<file path="src/sv/cmeg_pkg.sv">
// shared types and constants for the copying model edge generator
// no dependencies; used by cmeg_ctrl and copying_model_edge_generator
`default_nettype none

package cmeg_pkg;

    localparam int MAX_VERTICES_DEF = 4096;
    localparam int MAX_DEGREE_DEF   = 16;

    localparam int VTX_W      = 12;
    localparam int SLOT_W     = 4;
    localparam int DEG_REG_W  = 5;
    localparam int INIT_REG_W = 13;
    localparam int ADD_REG_W  = 12;
    localparam int CFG_DATA_W = 13;
    localparam int CFG_IDX_W  = 2;

    localparam logic [DEG_REG_W-1:0]  OUT_DEGREE_RST = DEG_REG_W'(4);
    localparam logic [INIT_REG_W-1:0] INITIAL_RST    = INIT_REG_W'(16);
    localparam logic [ADD_REG_W-1:0]  ADDED_RST      = '0;

    typedef enum logic [1:0] {
        ST_OK       = 2'd0,
        ST_BAD_PICK = 2'd1,
        ST_FINISHED = 2'd2,
        ST_BAD_LOAD = 2'd3
    } t_status;

    typedef enum logic [CFG_IDX_W-1:0] {
        CFG_OUT_DEGREE = 2'd0,
        CFG_INITIAL    = 2'd1,
        CFG_ADDED      = 2'd2
    } t_cfg_idx;

    // decoded item handed from the control unit to the write-back stage
    typedef struct packed {
        logic             we;
        logic             copy;
        logic             edge_valid;
        t_status          status;
        logic [VTX_W-1:0] src;
        logic [VTX_W-1:0] val;
    } t_item;

endpackage

`default_nettype wire

</file>
<file path="src/sv/cmeg_ctrl.sv">
// configuration registers, vertex and slot counters, item decode
// depends on cmeg_pkg
`default_nettype none

module cmeg_ctrl #(
    parameter int MAX_VERTICES = 4096,
    parameter int MAX_DEGREE   = 16,
    parameter int AW           = 16
) (
    input  wire logic                            i_clk,
    input  wire logic                            i_rst_n,
    input  wire logic                            i_cfg_we,
    input  wire logic [cmeg_pkg::CFG_IDX_W-1:0]  i_cfg_idx,
    input  wire logic [cmeg_pkg::CFG_DATA_W-1:0] i_cfg_data,
    input  wire logic                            i_accept,
    input  wire logic                            i_mode,
    input  wire logic [cmeg_pkg::VTX_W-1:0]      i_vertex,
    input  wire logic [cmeg_pkg::SLOT_W-1:0]     i_slot,
    input  wire logic [cmeg_pkg::VTX_W-1:0]      i_neighbour,
    input  wire logic                            i_coin_uniform,
    input  wire logic [cmeg_pkg::VTX_W-1:0]      i_pick,
    output cmeg_pkg::t_item                      o_item,
    output logic [AW-1:0]                        o_waddr,
    output logic [AW-1:0]                        o_raddr
);

    import cmeg_pkg::*;

    localparam int VW  = $clog2(MAX_VERTICES);
    localparam int SW  = (MAX_DEGREE > 1) ? $clog2(MAX_DEGREE) : 1;
    localparam int DW  = $clog2(MAX_DEGREE + 1);
    localparam int EW  = (DW > DEG_REG_W) ? DW : DEG_REG_W;
    localparam int CW  = (DW > SLOT_W) ? DW : SLOT_W;
    localparam int VCW = ($clog2(MAX_VERTICES + 1) > INIT_REG_W) ?
                         $clog2(MAX_VERTICES + 1) : INIT_REG_W;
    localparam int LW  = (VCW > INIT_REG_W + 1) ? VCW : INIT_REG_W + 1;

    logic [DEG_REG_W-1:0]  r_od,  n_od;
    logic [INIT_REG_W-1:0] r_init, n_init;
    logic [ADD_REG_W-1:0]  r_add, n_add;
    logic [VCW-1:0]        r_cnv, n_cnv;
    logic [SW-1:0]         r_sc,  n_sc;

    logic [VCW-1:0] it_cnv;
    logic [SW-1:0]  it_sc;
    logic [EW-1:0]  od_x;
    logic [DW-1:0]  deg;
    logic [CW-1:0]  deg_c;
    logic [CW-1:0]  cs1_c;
    logic [LW-1:0]  init_eff;
    logic [LW-1:0]  sum;
    logic [LW-1:0]  limit;
    logic [LW-1:0]  cv_x;
    logic [VCW-1:0] cv;
    logic [SW-1:0]  cs;
    logic           wrap;
    logic           bad_load;

    // effective degree and vertex bounds
    always_comb begin
        od_x = EW'(r_od);
        if (od_x == '0) begin
            deg = DW'(1);
        end else if (od_x > EW'(MAX_DEGREE)) begin
            deg = DW'(MAX_DEGREE);
        end else begin
            deg = DW'(od_x);
        end
        deg_c    = CW'(deg);
        init_eff = (LW'(r_init) > LW'(MAX_VERTICES)) ? LW'(MAX_VERTICES) : LW'(r_init);
        sum      = LW'(r_init) + LW'(r_add);
        limit    = (sum > LW'(MAX_VERTICES)) ? LW'(MAX_VERTICES) : sum;
        wrap     = CW'(r_sc) >= deg_c;
        cv       = wrap ? r_cnv + VCW'(1) : r_cnv;
        cv_x     = LW'(cv);
        cs       = wrap ? '0 : r_sc;
        cs1_c    = CW'(cs) + CW'(1);
        bad_load = (LW'(i_vertex) >= init_eff) || (CW'(i_slot) >= deg_c) ||
                   (LW'(i_neighbour) >= init_eff);
    end

    // item decode
    always_comb begin
        o_item            = '0;
        o_item.status     = ST_OK;
        o_waddr           = {VW'(i_vertex), SW'(i_slot)};
        o_raddr           = {VW'(i_pick), cs};
        it_cnv            = r_cnv;
        it_sc             = r_sc;
        if (!i_mode) begin
            if (bad_load) begin
                o_item.status = ST_BAD_LOAD;
            end else begin
                o_item.we  = 1'b1;
                o_item.val = i_neighbour;
                if (i_neighbour > i_vertex) begin
                    o_item.edge_valid = 1'b1;
                    o_item.src        = i_vertex;
                end
            end
        end else if (LW'(r_cnv) >= limit) begin
            o_item.status = ST_FINISHED;
        end else begin
            it_cnv = cv;
            it_sc  = cs;
            if (cv_x >= limit) begin
                o_item.status = ST_FINISHED;
            end else if (LW'(i_pick) >= cv_x) begin
                o_item.status = ST_BAD_PICK;
            end else begin
                o_item.we         = 1'b1;
                o_item.copy       = !i_coin_uniform;
                o_item.edge_valid = 1'b1;
                o_item.src        = VTX_W'(cv);
                o_item.val        = i_pick;
                o_waddr           = {VW'(cv), cs};
                if (cs1_c >= deg_c) begin
                    it_sc  = '0;
                    it_cnv = cv + VCW'(1);
                end else begin
                    it_sc  = SW'(cs1_c);
                end
            end
        end
    end

    always_comb begin
        n_od   = r_od;
        n_init = r_init;
        n_add  = r_add;
        n_cnv  = r_cnv;
        n_sc   = r_sc;
        if (i_cfg_we) begin
            case (t_cfg_idx'(i_cfg_idx))
                CFG_OUT_DEGREE: begin
                    n_od = i_cfg_data[DEG_REG_W-1:0];
                end
                CFG_INITIAL: begin
                    n_init = i_cfg_data[INIT_REG_W-1:0];
                    n_cnv  = VCW'(i_cfg_data[INIT_REG_W-1:0]);
                    n_sc   = '0;
                end
                CFG_ADDED: begin
                    n_add = i_cfg_data[ADD_REG_W-1:0];
                end
                default: begin
                    n_od = r_od;
                end
            endcase
        end else if (i_accept) begin
            n_cnv = it_cnv;
            n_sc  = it_sc;
        end
    end

    always_ff @(posedge i_clk) begin
        if (!i_rst_n) begin
            r_od   <= OUT_DEGREE_RST;
            r_init <= INITIAL_RST;
            r_add  <= ADDED_RST;
            r_cnv  <= VCW'(INITIAL_RST);
            r_sc   <= '0;
        end else begin
            r_od   <= n_od;
            r_init <= n_init;
            r_add  <= n_add;
            r_cnv  <= n_cnv;
            r_sc   <= n_sc;
        end
    end

endmodule

`default_nettype wire
</file>
<file path="config.mk">
export PLATFORM = sky130hd
export DESIGN_NAME = cmeg_ctrl
export DESIGN_NICKNAME = d
export VERILOG_FILES = /design/src/sv/cmeg_pkg.sv /design/src/sv/cmeg_ctrl.sv
export SDC_FILE = /design/constraint.sdc
export NUM_CORES = 1
export LEC_CHECK = 0
export ABC_CLOCK_PERIOD_IN_PS = 7250
export BUFFER_PORTS_ARGS = -buffer_cell sky130_fd_sc_hd__buf_2
export CORE_MARGIN = 3
export CORE_UTILIZATION = 55
export CTS_BUF_LIST = sky130_fd_sc_hd__clkbuf_4 sky130_fd_sc_hd__clkbuf_8 sky130_fd_sc_hd__clkbuf_16
export DETAILED_ROUTE_END_ITERATION = 16
export PLACE_DENSITY_LB_ADDON = 0.05
export SYNTH_ARGS = -nofsm -noshare
export SYNTH_HDL_FRONTEND = slang
export SYNTH_SLANG_ARGS = --single-unit
</file>
<file path="constraint.sdc">
create_clock -name i_clk -period 7.25 [get_ports i_clk]
set_input_delay 0.3625 -clock i_clk [delete_from_list [all_inputs] [get_ports i_clk]]
set_output_delay 0.3625 -clock i_clk [all_outputs]
set_load 0.01 [all_outputs]
</file>
==> results.sh <==
export IMPL_netlist_area_um2=5810
export IMPL_vias_per_cell=6.32
export IMPL_cts_root_buf="clkbuf_8"
export IMPL_synth_top_family_by_area="compound AO/OA/AOI/OAI gates"
export IMPL_areaGrowthSynthToFinish_pct=12.4
export IMPL_grt_pass1_wl_um=30000
export IMPL_synth_seq_cells=47
export IMPL_synthDistinctLibCells=75
export IMPL_yosysTopAreaCellShare_pct=21.9
export IMPL_core_area_um2=10000
export IMPL_num_vias=6179
export IMPL_drv_slew=0
export IMPL_utilization_pct=65.1
export IMPL_synth_fp_nets=913
export IMPL_rows=36
export IMPL_synth_edff_count=0
export IMPL_ys_async_sr_fraction_pct=0
export IMPL_max_cap_violations=0
export IMPL_syn_inst=749
export IMPL_min_period_ns=6.73
export IMPL_grt_overflow_total=0
export IMPL_worst_pin_slew_ns=0.986
export IMPL_vdd_drop_max_mv=0.117
export IMPL_drive_gt1_share_pct=18.2
export IMPL_run_status="complete, no violations"
export IMPL_p_per_area_nw_per_um2=128
export IMPL_cp_start_kind="flop"
export IMPL_dp_hpwl_um=16100
export IMPL_power_leakage_uw=0.00312
export IMPL_swShare_pct=41.9
export IMPL_io_buffers=121
export IMPL_drc=0
export IMPL_cts_setup_buffers=0
export IMPL_cts_repair_resize_count=0
export IMPL_post_place_cells=970
export IMPL_yosysSeqAreaShare_pct=16.2
export IMPL_tritoncts="done"
export IMPL_fin_cells=978
export IMPL_path_clk_slew_ns=0.11
export IMPL_crit_type="flop to output port"
export IMPL_postCtsHoldBufs=0
export IMPL_drtAntennaViolNets=0
export IMPL_clkSinkCount=47
export IMPL_worstSkewPairLatency_ns=0.32
export IMPL_synth_compound_area_share_pct=24.2
export IMPL_final_setup_tns_ns=0
export IMPL_diodes=0
export IMPL_synth_avg_cell_area_um2=7.76
export IMPL_nets=1008
export IMPL_firstDrtPassIters=6
export IMPL_initialDrtViolationCount=571
export IMPL_cts_made_buffers=5
export IMPL_fillCellCount=935
export IMPL_timing_slew_headroom_pct=33.7
export IMPL_setup_viol=0
export IMPL_place_ws_ns=0.901
export IMPL_crit_fanout=26
export IMPL_crit_arrival_ns=6.37
export IMPL_dieHeight_um=109
export IMPL_hold_viol_final=0
export IMPL_yosysTopAreaCell="ha_1"
export IMPL_design_die_area_um2=11800
export IMPL_p_comb_share_pct=44.3
export IMPL_grt_max_degree=35
export IMPL_hp_class="input port to flop"
export IMPL_power_internal_uw=485
export IMPL_worst_endpoint_required_ns=6.89
export IMPL_boundaryPins=122
export IMPL_setup_ws_ns=0.521
export IMPL_endpoint_kind="output port"
export IMPL_wirelength_um=19600
export IMPL_track_usage_pct=32.5
export IMPL_clock_skew_ns=0.0114
export IMPL_wl_per_cell_um=20.0
export IMPL_fmax_ghz=0.149
export IMPL_die_w_um=109
export IMPL_timing_final_crit_share_pct=92.8
export IMPL_synthTopCellsByArea="ha_1, dfxtp_1, a21oi_1"
export IMPL_antenna_found_initial=0
export IMPL_synthFlopType="dfxtp_1"
export IMPL_yosys_area_share_adder_pct=22.3
export IMPL_ys_warnings_count=0
export IMPL_grt_pass1_vias=5815
export IMPL_clk_path_buf_depth=2
export IMPL_synth_xor_area_share_pct=4.97
export IMPL_cts_htree_levels=2
export IMPL_clockPowerShare_pct=21.5
export IMPL_start_util_pct=57.9
export IMPL_synth_simple_gate_area_share_pct=22.4
export IMPL_rsz0062_at_grt="false"
export IMPL_place_gp_congestion=0.915
export IMPL_p_sw_uw=350
export IMPL_synth_mux_area_share_pct=3.83
export IMPL_sequentialPowerShare_pct=34.2
==> path summary, 6_finish.rpt <==
kind | start | cells after the start | slack, ns | to
max | r_init[0] | 22 | 0.52 | o_waddr[10]
min | i_cfg_data[8] | 3 | 0.29 | r_add[8]
max reg2reg | r_init[0] | 20 | 1.24 | r_cnv[8]
min reg2reg | r_init[10] | 2 | 0.49 | r_init[10]
==> power groups by stage <==
| stage | combinational, uW | sequential, uW | clock, uW |
|---|---|---|---|
| 2_1_floorplan | 241 | 283 | 0 |
| 3_3_place_gp | 350 | 290 | 0 |
| 3_5_place_dp | 360 | 291 | 0 |
| 4_1_cts | 362 | 285 | 180 |
| 5_1_grt | 408 | 287 | 187 |
| 6_report | 369 | 286 | 180 |
==> state kept, by name, indices dropped and copies added, names as in the netlist <==
| register | cells |
|---|---|
| r_add | 12 |
| r_sc | 4 |
| r_init | 13 |
| r_cnv | 13 |
| od_x | 5 |
==> metal layers <==
layer | share of wire [%] | routed length, um | track usage (%)
met5 | 0 | 0 | 0
met4 | 4.7 | 929 | 15.1
met3 | 8.3 | 1620 | 5.15
met2 | 45 | 8810 | 54.1
met1 | 42 | 8200 | 41.1
==> worst max-delay path, stage by stage, from the launching register on <==
cell and delay, ns:
dfxtp_1 0.37, ha_1 0.20, inv_1 0.07, fa_1 0.40, nor2b_1 0.15, o31a_1 0.20
o31ai_2 0.10, a21boi_1 0.16, or4_1 0.39, or4b_1 0.56, a2111oi_4 0.42, o21a_1 0.20
ha_1 0.23, nand2b_1 0.13, a2111oi_0 0.40, o21bai_1 0.17, a31oi_1 0.47, o21a_1 0.28
and3_1 0.39, buf_4 0.33, nand2_1 0.11, o21ai_0 0.12, buf_2 0.18
==> cell families after synthesis <==
| logic type | count (synthesis) |
|---|---|
| adder cells (fa/ha/maj) | 103 |
| AO/OA/AOI/OAI | 215 |
| XOR/XNOR | 30 |
| buffers and inverters | 81 |
| multiplexers | 22 |
| flip-flops | 47 |
| AND/OR/NAND/NOR | 251 |
==> cell usage after synthesis (18+ instances only) <==
master and number:
xnor2_1 20, o21ai_0 43, clkbuf_1 22, nor3_1 20, ha_1 102, nand2_1 69, a21oi_1 57, nor2_1 51
mux2i_1 20, dfxtp_1 47, nand2b_1 19, inv_1 39, nand3_1 22, a21o_1 18
==> cells in the final DEF (no fill, tap or decap), types with 3 or more instances in the layout <==
| cell | n |
|---|---|
| a211o_1 | 3 |
| a211oi_1 | 5 |
| a21o_1 | 18 |
| a21oi_1 | 57 |
| a22o_1 | 15 |
| a31oi_1 | 10 |
| and2_1 | 6 |
| and3_1 | 5 |
| buf_2 | 121 |
| buf_4 | 6 |
| clkbuf_8 | 5 |
| dfxtp_1 | 47 |
| ha_1 | 102 |
| inv_1 | 39 |
| mux2i_1 | 20 |
| nand2_1 | 69 |
| nand2b_1 | 19 |
| nand3_1 | 21 |
| nand3b_1 | 5 |
| nand4_1 | 13 |
| nor2_1 | 51 |
| nor2b_1 | 9 |
| nor3_1 | 20 |
| nor3b_1 | 4 |
| nor4_1 | 5 |
| o211ai_1 | 7 |
| o21a_1 | 16 |
| o21ai_0 | 43 |
| o21ai_1 | 7 |
| o21bai_1 | 5 |
| o22ai_1 | 5 |
| or2_2 | 3 |
| xnor2_1 | 20 |
| xor2_1 | 8 |
==> area by class of cell <==
class | instances | area (um2) | share of cell area [%]
sequential | 47 | 941 | 14.4
multi-input combinational | 621 | 4530 | 69.2
timing repair buffer | 127 | 651 | 9.95
clock inverter | 3 | 27.5 | 0.421
inverter | 42 | 158 | 2.41
tap | 133 | 166 | 2.55
clock buffer | 5 | 68.8 | 1.05
==> through the flow <==
step | hold slack [ns] | total power, uW | cell area [um2]
floorplan | 0.449 | 524 | 5810
global placement | 0.465 | 640 | 6440
detailed placement | 0.476 | 651 | 6440
CTS | 0.295 | 827 | 6530
global route | 0.306 | 882 | 6540
finish | 0.295 | 834 | 6540
No activity file was read; power rests on OpenSTA's default activity.
